$ cat src/design/r2fft_pkg.sv
// shared types and constants for the radix-2 fft engine
// no dependencies
package r2fft_pkg;

    localparam int MaxLog2 = 6;
    localparam int MaxPoints = 64;
    localparam int SampleW = 16;
    localparam int BinW = 23;
    localparam int AddrW = 6;
    localparam int CntW = 7;
    localparam int CfgW = 3;

    localparam logic [0:0] CFG_LOG2_POINTS = 1'b0;
    localparam logic [0:0] CFG_INVERSE = 1'b1;

    localparam logic signed [BinW-1:0] SAT_MAX = 23'sd4194303;
    localparam logic signed [BinW-1:0] SAT_MIN = -23'sd4194304;

    // one loaded sample handed from the front to the back
    typedef struct packed {
        logic signed [SampleW-1:0] re;
        logic signed [SampleW-1:0] im;
        logic                      last;
        logic [2:0]                lg;
        logic                      inv;
    } smp_t;

    typedef logic [15:0] coef_t;

    // quarter sine table, 1.0 held as 32767
    function automatic logic [15:0] qsin(input logic [4:0] k);
        logic [15:0] v;
        begin
            case (k)
                5'd0: v = 16'd0;
                5'd1: v = 16'd3212;
                5'd2: v = 16'd6393;
                5'd3: v = 16'd9512;
                5'd4: v = 16'd12540;
                5'd5: v = 16'd15447;
                5'd6: v = 16'd18205;
                5'd7: v = 16'd20788;
                5'd8: v = 16'd23170;
                5'd9: v = 16'd25330;
                5'd10: v = 16'd27246;
                5'd11: v = 16'd28899;
                5'd12: v = 16'd30274;
                5'd13: v = 16'd31357;
                5'd14: v = 16'd32138;
                5'd15: v = 16'd32610;
                5'd16: v = 16'd32767;
                default: v = 16'd0;
            endcase
            return v;
        end
    endfunction

    // cos and sin of 2*pi*k/64 as signed 17 bit
    function automatic logic signed [16:0] rom_cos(input logic [4:0] k);
        logic signed [16:0] v;
        begin
            if (k <= 5'd16) v = $signed({1'b0, qsin(5'd16 - k)});
            else v = -$signed({1'b0, qsin(k - 5'd16)});
            return v;
        end
    endfunction

    function automatic logic signed [16:0] rom_sin(input logic [4:0] k);
        logic signed [16:0] v;
        begin
            if (k <= 5'd16) v = $signed({1'b0, qsin(k)});
            else v = $signed({1'b0, qsin(5'd0 - k)});
            return v;
        end
    endfunction

    function automatic logic signed [BinW-1:0] sat23(input logic signed [BinW+1:0] v);
        logic signed [BinW-1:0] r;
        begin
            if (v > $signed({{2{1'b0}}, SAT_MAX})) r = SAT_MAX;
            else if (v < $signed({{2{1'b1}}, SAT_MIN})) r = SAT_MIN;
            else r = v[BinW-1:0];
            return r;
        end
    endfunction

    function automatic logic is_clip(input logic signed [BinW+1:0] v);
        return (v > $signed({{2{1'b0}}, SAT_MAX})) || (v < $signed({{2{1'b1}}, SAT_MIN}));
    endfunction

endpackage

$ cat src/design/r2fft_front.sv
// front part: takes sample beats, counts the frame, queues samples for the back
// depends on r2fft_pkg
module r2fft_front (
    input  logic                           aclk,
    input  logic                           aresetn,
    input  logic                           cfg_wr_en,
    input  logic [0:0]                     cfg_index,
    input  logic [r2fft_pkg::CfgW-1:0]     cfg_data,
    input  logic                           in_valid,
    output logic                           in_ready,
    input  logic [r2fft_pkg::SampleW-1:0]  in_re,
    input  logic [r2fft_pkg::SampleW-1:0]  in_im,
    output logic                           q_valid,
    input  logic                           q_ready,
    output r2fft_pkg::smp_t                q_data
);
    import r2fft_pkg::*;

    logic [2:0] log2_reg;
    logic       inv_reg;
    logic [CntW-1:0] cnt_reg, cnt_next;
    logic [2:0] lg;
    logic [CntW-1:0] npts;
    logic       full;

    // two entry queue
    smp_t q_mem [2];
    logic       wp_reg, rp_reg;
    logic [1:0] fill_reg;
    logic       push, pop;

    always_comb begin
        lg = log2_reg;
        if (lg == 3'd0) lg = 3'd1;
        if (lg > 3'(MaxLog2)) lg = 3'(MaxLog2);
        npts = CntW'(1) << lg;
    end

    assign in_ready = (fill_reg != 2'd2);
    assign push = in_valid && in_ready;
    assign q_valid = (fill_reg != 2'd0);
    assign pop = q_valid && q_ready;
    assign q_data = q_mem[rp_reg];
    assign cnt_next = cnt_reg + CntW'(1);
    assign full = (cnt_next >= npts);

    always_ff @(posedge aclk) begin
        if (push) begin
            q_mem[wp_reg] <= '{re: in_re, im: in_im, last: full, lg: lg, inv: inv_reg};
        end
        if (!aresetn) begin
            log2_reg <= 3'd6;
            inv_reg  <= 1'b0;
            cnt_reg  <= '0;
            wp_reg   <= 1'b0;
            rp_reg   <= 1'b0;
            fill_reg <= '0;
        end else begin
            if (cfg_wr_en) begin
                unique case (cfg_index)
                    CFG_LOG2_POINTS: log2_reg <= cfg_data;
                    CFG_INVERSE:     inv_reg  <= cfg_data[0];
                    default: ;
                endcase
            end
            if (push) begin
                cnt_reg <= full ? '0 : cnt_next;
                wp_reg  <= ~wp_reg;
            end
            if (pop) rp_reg <= ~rp_reg;
            fill_reg <= fill_reg + 2'(push) - 2'(pop);
        end
    end
endmodule

$ cat config.mk
export PLATFORM = sky130hd
export DESIGN_NAME = r2fft_front
export DESIGN_NICKNAME = d
export VERILOG_FILES = /design/src/design/r2fft_pkg.sv /design/src/design/r2fft_front.sv
export SDC_FILE = /design/constraint.sdc
export NUM_CORES = 1
export LEC_CHECK = 0
export BUFFER_PORTS_ARGS = -buffer_cell sky130_fd_sc_hd__buf_2
export CORE_MARGIN = 4
export CORE_UTILIZATION = 50
export DETAILED_ROUTE_END_ITERATION = 6
export PLACE_DENSITY = 0.83
export SYNTH_ARGS = -nofsm -noshare
export SYNTH_HDL_FRONTEND = slang
export SYNTH_SLANG_ARGS = --single-unit
$ cat constraint.sdc
create_clock -name aclk -period 6.5 [get_ports aclk]
set_input_delay 0.325 -clock aclk [delete_from_list [all_inputs] [get_ports aclk]]
set_output_delay 0.325 -clock aclk [all_outputs]
set_load 0.02 [all_outputs]
==> qor.yml, run 1 <==
status: "complete, no violations"
fin_ws_ns: 3.98
drive_above_1_share_pct: 33.4
synthCells: 235
worstHoldPathCells: 1
endpoint_kind: "register"
gp_congestion: 0.820
r2r_slack_ns: 3.98
r2r_start: "cnt_reg[0]$_SDFFE_PN0P_"
layout_commonest_cell: "buf_2"
ys_ff_latch: 90
static-leakage-power_uw: 0.00167
nFillCells: 554
cap_violations: 0
rsz0062_at_grt: "false"
dp_cells: 404
synth_warnings: 0
rows: 31
postSynthAreaPerCell_um2: 15.7
pwr_density_cell_mw_per_mm2: 355
syn-num-nets: 286
clock-sinks: 90
required_ns: 6.70
grt_usage_pct: 15.2
ant_nets: 0
syn-cell-area_mm2: 0.00369
maxSlewHeadroom_pct: 31.0
die_area_mm2: 0.00882
arrival_ns: 2.72
coreArea_mm2: 0.00721
htree_num_levels: 3
dpl.hpwl_um: 4300
critPathMaxFanout: 7
min_from: "in_im[3]"
cts_buffers: 9
cts.path.max_buffers: 2
wire_per_inst_um: 15.3
hold_buffers: 0
maxSlewViolCount: 0
diodes: 0
drc: 0
whs_endpoint: "q_mem[1][8]$_DFFE_PP_"
cts-root-buf: "clkbuf_8"
setup-tns-final_ns: 0
finalSetupViolations: 0
skew_ns: 0.00974
async_reset_ff_share_pct: 0
power.total_uw: 1560
grt_pass1_wl_um: 10100
synth_edf_count: 74
ff_latch_area_mm2: 0.00254
grt_pass1_vias: 2119
instances_no_fill: 419
die_h_um: 93.9
grt_max_degree: 38
hold_viol: 0
start_util_pct: 51.2
place.port_buffers: 79
tightest_slew_ns: 1.03
vias_per_cell: 5.11
largest_reg_flops: 74
fin_util_pct: 60.9
rr_endpoint: "cnt_reg[6]$_SDFFE_PN0P_"
r2r_cells: 8
routed_wl_um: 6410
cts_resized: 0
drtIter0Drc: 83
startpoint_type: "register"
area_delta_synth_final_pct: 19.1
final_cell_mix: "79 x buf_2, 74 x edfxtp_1, 37 x mux2_1, 15 x dfxtp_1, 11 x nand2_1"
fin_crit_ns: 2.52
peakVddDrop_uv: 164
cts_tree: "built"
multiInputGateArea_mm2: 0.00110
hold_class: "in2reg"
period_share_pct: 38.8
grt_antenna_before_repair: 0
place_ws_ns: 4.02
clkLatencyLatePin_ns: 0.35
die_w_um: 93.9
post_cts_buffers: 0
ys_types: 39
fmax_ghz: 0.397
grt_overflow_total: 0
final_nets: 367
seq_area_frac_synth_pct: 68.9
io_pins: 80
worstSetupPathType: "reg2reg"
vias: 2141
synthFlopType: "edfxtp_1"
clk_pin_slew_ns: 0.09
dr.pass1.iters: 4
[through the flow]
stage / hold slack [ns] / instance area, µm²
final: 0.163 / 4400
after global routing: 0.143 / 4400
after CTS: 0.144 / 4400
after detailed placement: 0.448 / 4180
after global placement: 0.440 / 4180
after floorplan: 0.424 / 3690
[layer usage]
metal / up-vias / part of all wire [%] / track usage, %
met5: - / 0 / 0
li1: 1057 / - / -
met4: 0 / 1.7 / 7.22
met2: 72 / 46 / 24.4
met3: 10 / 6.1 / 2.88
met1: 1002 / 46 / 20.0
[cell type report]
type / count / share of cell area, %
tap: 99 / 2.82
inverter: 6 / 0.512
sequential: 90 / 57.9
clock buffer: 9 / 2.82
clock inverter: 6 / 2.05
multi-input combinational: 130 / 24.9
timing repair buffer: 79 / 9.00
[worst max-delay path, cell delays in order (launching register included)]
cell	delay [ns]
dfxtp_1	0.42
ha_1	0.25
and3_4	0.22
nand3_2	0.10
xnor2_1	0.15
ha_1	0.31
nand4_1	0.22
o21ai_1	0.49
o221ai_1	0.19
[cells in the mapped netlist, types with 5 or more instances]
library cell	instances	area, µm²
ha_1	10	125
o2111ai_1	5	43.8
and2_1	5	31.3
nand2_1	11	41.3
clkbuf_1	5	18.8
nor2_1	8	30.0
mux2_1	37	417
a21oi_1	7	35.0
dfxtp_1	16	320
xnor2_1	5	43.8
edfxtp_1	74	2220
[cell families after synthesis]
family	share of synthesized area, %
xor+xnor	2.14
simple gates	7.19
mux	11.6
compound gates	4.81
flops	68.9
other cells	0.102
fa+ha+maj	3.66
buf+inv	1.66
[power breakdown]
group          switching, µW  internal (µW)  leakage [µW]  total (µW)
Sequential              51.9            719      0.000821         771
Combinational            237            147      0.000738         384
Clock                    189            216      0.000106         406
[how the worst max path moves through the flow]
stage | startpoint | endpoint | slack (ns) | cells past startpoint
5_1_grt | cnt_reg[0]$_SDFFE_PN0P_ | cnt_reg[6]$_SDFFE_PN0P_ | 3.76 | 8
3_3_place_gp | cnt_reg[0]$_SDFFE_PN0P_ | cnt_reg[6]$_SDFFE_PN0P_ | 4.15 | 8
6_report | cnt_reg[0]$_SDFFE_PN0P_ | cnt_reg[6]$_SDFFE_PN0P_ | 3.98 | 8
2_1_floorplan | fill_reg[0]$_SDFF_PN0_ | q_mem[0][0]$_DFFE_PP_ | 3.64 | 4
3_5_place_dp | cnt_reg[0]$_SDFFE_PN0P_ | cnt_reg[6]$_SDFFE_PN0P_ | 4.02 | 8
4_1_cts | cnt_reg[0]$_SDFFE_PN0P_ | cnt_reg[6]$_SDFFE_PN0P_ | 4.01 | 8
(Power assumes the default switching activity.)
==> run 2: changes to the inputs <==
--- a/config.mk
+++ b/config.mk
@@ -5,6 +5,7 @@
 export SDC_FILE = /design/constraint.sdc
 export NUM_CORES = 1
 export LEC_CHECK = 0
+export ABC_AREA = 1
 export BUFFER_PORTS_ARGS = -buffer_cell sky130_fd_sc_hd__buf_2
 export CORE_MARGIN = 4
 export CORE_UTILIZATION = 50
==> constraint.sdc (replaced) <==
create_clock -name aclk -period 2.5 [get_ports aclk]
set_input_delay 0.125 -clock aclk [delete_from_list [all_inputs] [get_ports aclk]]
set_output_delay 0.125 -clock aclk [all_outputs]
set_load 0.02 [all_outputs]
==> qor.yml, run 2 <==
dr.pass1.iters: 4
ys_types: 29
power_frac_seq_pct: 46.8
grt_max_degree: 39
finalSetupViolations: 0
synthAdderAreaFrac_pct: 3.39
p_sw_share_pct: 34.6
startpoint_type: "register"
grt_pass1_vias: 2452
final_cell_mix: "79 x buf_2, 74 x edfxtp_1, 37 x mux2_2, 36 x dlygate4sd3_1, 27 x nand2_1"
pwr-share-clk_pct: 21.9
syn-cell-area_mm2: 0.00369
required_ns: 2.60
critical_path.most_common_cell: "nand2_1"
ant_nets: 0
setup-tns-final_ns: 0
wire_per_inst_um: 15.3
cp_slowest_cell: "dfxtp_1"
place.port_buffers: 79
synth_top_family_by_area: "multiplexers"
largest_reg_flops: 74
grt_pass1_wl_um: 11500
rows: 31
clkLatencyLatePin_ns: 0.36
hold_class: "in2reg"
hold_viol: 0
start_util_pct: 51.2
clock-sinks: 90
muxShareOfSynthArea_pct: 11.3
dpl.hpwl_um: 4670
synth_compound_area_share_pct: 4.81
peakVddDrop_uv: 407
async_reset_ff_share_pct: 0
fmax_ghz: 0.437
fin_crit_ns: 2.29
tightest_slew_ns: 0.517
arrival_ns: 2.38
p_comb_share_pct: 31.3
grt_antenna_before_repair: 0
vias: 2420
yosys-top-cells-area: "edfxtp_1 60%, mux2_2 11%, dfxtp_1 8.7%, ha_1 3.4%, nand2_1 2.7%"
vias_per_cell: 5.01
holdWs_ns: 0.0242
static-leakage-power_uw: 0.00188
routed_wl_um: 7380
die_area_mm2: 0.00882
status: "complete, no violations"
gp_congestion: 0.854
synth_top_cell_by_area: "edfxtp_1"
syn-num-nets: 308
synth_commonest_cells: "74 x edfxtp_1, 37 x mux2_2, 27 x nand2_1, 19 x inv_1, 16 x dfxtp_1"
drtIter0Drc: 100
synth-xor-area-share_pct: 0.475
postSynthAreaPerCell_um2: 14.4
drc: 0
synth_most_common_cell: "edfxtp_1"
synthCells: 257
cts_resized: 0
maxSlewHeadroom_pct: 65.5
power.total_uw: 4340
synth_warnings: 0
io_pins: 80
power_switching_uw: 1500
grt_overflow_total: 0
endpoint_kind: "register"
synthFlopType: "edfxtp_1"
coreArea_mm2: 0.00721
grt_usage_pct: 17.1
die_h_um: 93.9
htree_num_levels: 3
cts.path.max_buffers: 2
critPathMaxFanout: 8
pwr_density_cell_mw_per_mm2: 908
drive_above_1_share_pct: 40.4
final_nets: 430
area_delta_synth_final_pct: 29.6
crit_path_max_incr_delay_ns: 0.48
rsz0062_at_grt: "false"
synth-simple-area-share_pct: 7.63
ys_ff_latch: 90
cts-root-buf: "clkbuf_8"
die_w_um: 93.9
cts_buffers: 9
worstSetupPathType: "reg2reg"
period_share_pct: 91.5
cp_cell_sequence: "ha_1 > nand4_1 > nand2_1 > clkinv_1 > ha_1 > nand2_1 > a21oi_1 > nor2_2 > nand2_1"
skew_ns: 0.00863
layout_commonest_cell: "buf_2"
seq_area_frac_synth_pct: 68.9
clk_pin_slew_ns: 0.09
synth_top_area_share_pct: 60.2
diodes: 0
synth_edf_count: 74
maxSlewViolCount: 0
cap_violations: 0
p_int_uw: 2840
cts_tree: "built"
[run 2: cell count changes in the layout (fill, tap and decap cells not counted), sizes merged, moves of 5 or more]
cell,before,now
o21ai,1,11
nand2,11,32
o2111ai,5,0
nand3,6,14
dlygate4sd3,0,36
and2,5,0
a21oi,7,13
inv,8,23
[run 2: power by group through the flow]
stage,clock (µW),combinational (µW),sequential (µW)
floorplan,0,962,2000
CTS,970,1360,2030
finish,952,1360,2030
global route,1030,1480,2060
detailed placement,0,1310,2070
global placement,0,1270,2050
[run 2: per-layer routing]
metal	wire (µm)	track usage, %	share of wire (%)	vias up
li1	-	-	-	1169
met1	2920	18.2	40	1173
met2	3920	31.9	53	69
met3	454	4.89	6.2	9
met4	87	6.02	1.2	0
met5	0	0	0	-
[run 2: final cells by class]
class                   count  area [µm²]
well taps                  99         124
clock buffers               9         124
multi-input cells         137        1040
flip-flops and latches     90        2540
clock inverters             7        72.6
fillers                   517        2430
inverters                  22        82.6
repair buffers            119         798
[run 2: metrics by stage]
step | cells | area, µm² | util [%] | worst slack, ns
after floorplan | 257 | 3700 | - | 0.398
after global placement | 431 | 4230 | 58.6 | 0.395
after detailed placement | 431 | 4230 | 58.6 | 0.256
after CTS | 483 | 4780 | 66.3 | 0.238
after global routing | 483 | 4780 | 66.3 | 0.0439
final | 483 | 4780 | 66.3 | 0.212
[run 2: logic make-up (layout without fill, tap and decap cells)]
group / after synthesis / after routing
muxes: 37 / 37
buffers and inverters: 30 / 157
DFF: 90 / 90
other: 1 / 1
xor gates and xnor gates: 2 / 2
adders and majority gates: 10 / 10
and+or+nand+nor: 57 / 57
AOI/OAI and AO/OA: 30 / 30
[run 2: critical path, delay by kind of cell (launching register included)]
| kind | cells | cell delay [ns] |
|---|---|---|
| and+or+nand+nor | 5 | 0.74 |
| adders and majority gates | 2 | 0.65 |
| buffers and inverters | 1 | 0.08 |
| AOI/OAI and AO/OA | 1 | 0.06 |
| DFF | 1 | 0.48 |
[run 2: final timing paths]
check | from | end | slack (ns) | cells past startpoint
worst max-delay path | cnt_reg[0]$_SDFFE_PN0P_ | q_mem[1][4]$_DFFE_PP_ | 0.21 | 9
worst max register to register | cnt_reg[0]$_SDFFE_PN0P_ | q_mem[1][4]$_DFFE_PP_ | 0.21 | 9
worst min-delay path | cfg_data[0] | log2_reg[0]$_SDFFE_PN0P_ | 0.02 | 3
worst min register to register | rp_reg$_SDFFE_PN0P_ | register | 0.46 | 1
[run 2: timing repair]
item,4_1_cts,5_1_grt
hold buffers,36,0
setup buffers,0,0
endpoints found under the hold margin,67,0
==> run 3: changes to the inputs <==
--- a/config.mk
+++ b/config.mk
@@ -10,6 +10,7 @@
 export CORE_MARGIN = 4
 export CORE_UTILIZATION = 50
 export DETAILED_ROUTE_END_ITERATION = 6
+export GPL_TIMING_DRIVEN = 0
 export PLACE_DENSITY = 0.83
 export SYNTH_ARGS = -nofsm -noshare
 export SYNTH_HDL_FRONTEND = slang
==> qor.yml, run 3 (synthesis gave the netlist of run 2 again) <==
clkLatencyLatePin_ns: 0.36
diodes: 0
p_comb_share_pct: 32.6
power.total_uw: 4370
routed_wl_um: 7380
vias: 2425
hold_buffers: 36
ant_nets: 0
cts_tree: "built"
cts_buffers: 9
area_delta_synth_final_pct: 30.6
hold_viol: 0
coreArea_mm2: 0.00721
startpoint_type: "register"
pwr-share-clk_pct: 21.6
worstHoldPathCells: 3
drtIter0Drc: 69
r2r_start: "cnt_reg[0]$_SDFFE_PN0P_"
grt_max_degree: 26
drive_above_1_share_pct: 40.3
grt_pass1_vias: 2522
largest_reg_flops: 74
p_sw_share_pct: 34.5
htree_num_levels: 3
clk_pin_slew_ns: 0.10
power_switching_uw: 1510
cp.depth: 7
crit_path_max_incr_delay_ns: 0.50
cts.path.max_buffers: 2
layout_commonest_cell: "buf_2"
final_cell_mix: "81 x buf_2, 74 x edfxtp_1, 37 x mux2_2, 36 x dlygate4sd3_1, 27 x nand2_1"
power_frac_seq_pct: 45.7
hold_class: "in2reg"
dr.pass1.iters: 4
gp_congestion: 0.747
start_util_pct: 51.2
rsz0062_at_grt: "false"
vias_per_cell: 4.96
period_share_pct: 92.8
grt_pass1_wl_um: 11800
pwr_density_cell_mw_per_mm2: 906
grt_overflow_total: 0
wire_per_inst_um: 15.1
post_cts_buffers: 0
worstSetupPathType: "reg2reg"
final_nets: 436
die_h_um: 93.9
fin_area_mm2: 0.00482
fmax_ghz: 0.431
grt_usage_pct: 17.4
cp_slowest_cell: "dfxtp_1"
p_int_uw: 2860
cts_resized: 0
fin_crit_ns: 2.32
cts-root-buf: "clkbuf_8"
dpl.hpwl_um: 4820
grt_antenna_before_repair: 0
place.port_buffers: 79
static-leakage-power_uw: 0.00190
maxSlewViolCount: 0
die_w_um: 93.9
min_from: "cfg_data[0]"
skew_ns: 0.00836
critPathMaxFanout: 8
cp_cell_sequence: "ha_1 > xor2_1 > ha_1 > nand3_1 > nand2_1 > o21ai_2 > nand2_1"
finalSetupViolations: 0
die_area_mm2: 0.00882
drc: 0
peakVddDrop_uv: 447
cp_top_family: "adder cells"
cap_violations: 0
required_ns: 2.59
critPathBufInv: 0
setup-tns-final_ns: 0
clock-sinks: 90
whs_endpoint: "log2_reg[0]$_SDFFE_PN0P_"
r2r_cells: 7
r2r_slack_ns: 0.18
io_pins: 80
arrival_ns: 2.40
fin_util_pct: 66.8
holdWs_ns: 0.0284
rows: 31
endpoint_kind: "register"
rr_endpoint: "q_mem[0][4]$_DFFE_PP_"
place_area_mm2: 0.00427
status: "complete, no violations"
run 3: cell types whose count changed in the layout (fill, tap and decap cells not counted), sizes merged:
cell    delta
buf        +3
clkbuf     +3
clkinv     -1
inv        +1
run 3: routing by layer:
| metal | track usage (%) | part of all wire, % |
|---|---|---|
| met1 | 20.4 | 40 |
| met2 | 31.1 | 53 |
| met3 | 4.49 | 6.2 |
| met4 | 5.17 | 0.58 |
| met5 | 0 | 0 |
run 3: worst max path at each step:
stage / end / from
floorplan: q_mem[1][0]$_DFFE_PP_ / fill_reg[0]$_SDFF_PN0_
global placement: q_mem[1][16]$_DFFE_PP_ / fill_reg[0]$_SDFF_PN0_
detailed placement: q_mem[0][4]$_DFFE_PP_ / cnt_reg[0]$_SDFFE_PN0P_
CTS: q_mem[0][4]$_DFFE_PP_ / cnt_reg[0]$_SDFFE_PN0P_
global route: cnt_reg[3]$_SDFFE_PN0P_ / cnt_reg[0]$_SDFFE_PN0P_
finish: q_mem[0][4]$_DFFE_PP_ / cnt_reg[0]$_SDFFE_PN0P_
run 3: cell type report:
type / count / area [µm²]
plain buffers: 8 / 43.8
clock buffers: 9 / 124
clock inverters: 7 / 70.1
fillers: 510 / 2390
inverters: 22 / 82.6
multi-input cells: 137 / 1040
flip-flops and latches: 90 / 2540
well taps: 99 / 124
repair buffers: 117 / 796
run 3: through the flow:
| stage | instances | worst slack [ns] |
|---|---|---|
| 3_3_place_gp | 435 | 0.0223 |
| 3_5_place_dp | 437 | 0.243 |
| 6_report | 489 | 0.181 |
| 4_1_cts | 489 | 0.227 |
| 2_1_floorplan | 257 | 0.398 |
| 5_1_grt | 489 | 0.0356 |
run 3: worst register-to-register path: stages (launching register included):
cell     delay, ns
dfxtp_1       0.50
ha_1          0.34
xor2_1        0.26
ha_1          0.30
nand3_1       0.09
nand2_1       0.06
o21ai_2       0.36
nand2_1       0.13
run 3: power groups by stage:
stage	Clock (µW)	Sequential, µW	Combinational [µW]
final	945	2000	1430
after global placement	0	2020	1290
after global routing	1040	2020	1550
after CTS	971	1990	1430
after floorplan	0	2000	962
after detailed placement	0	2030	1380
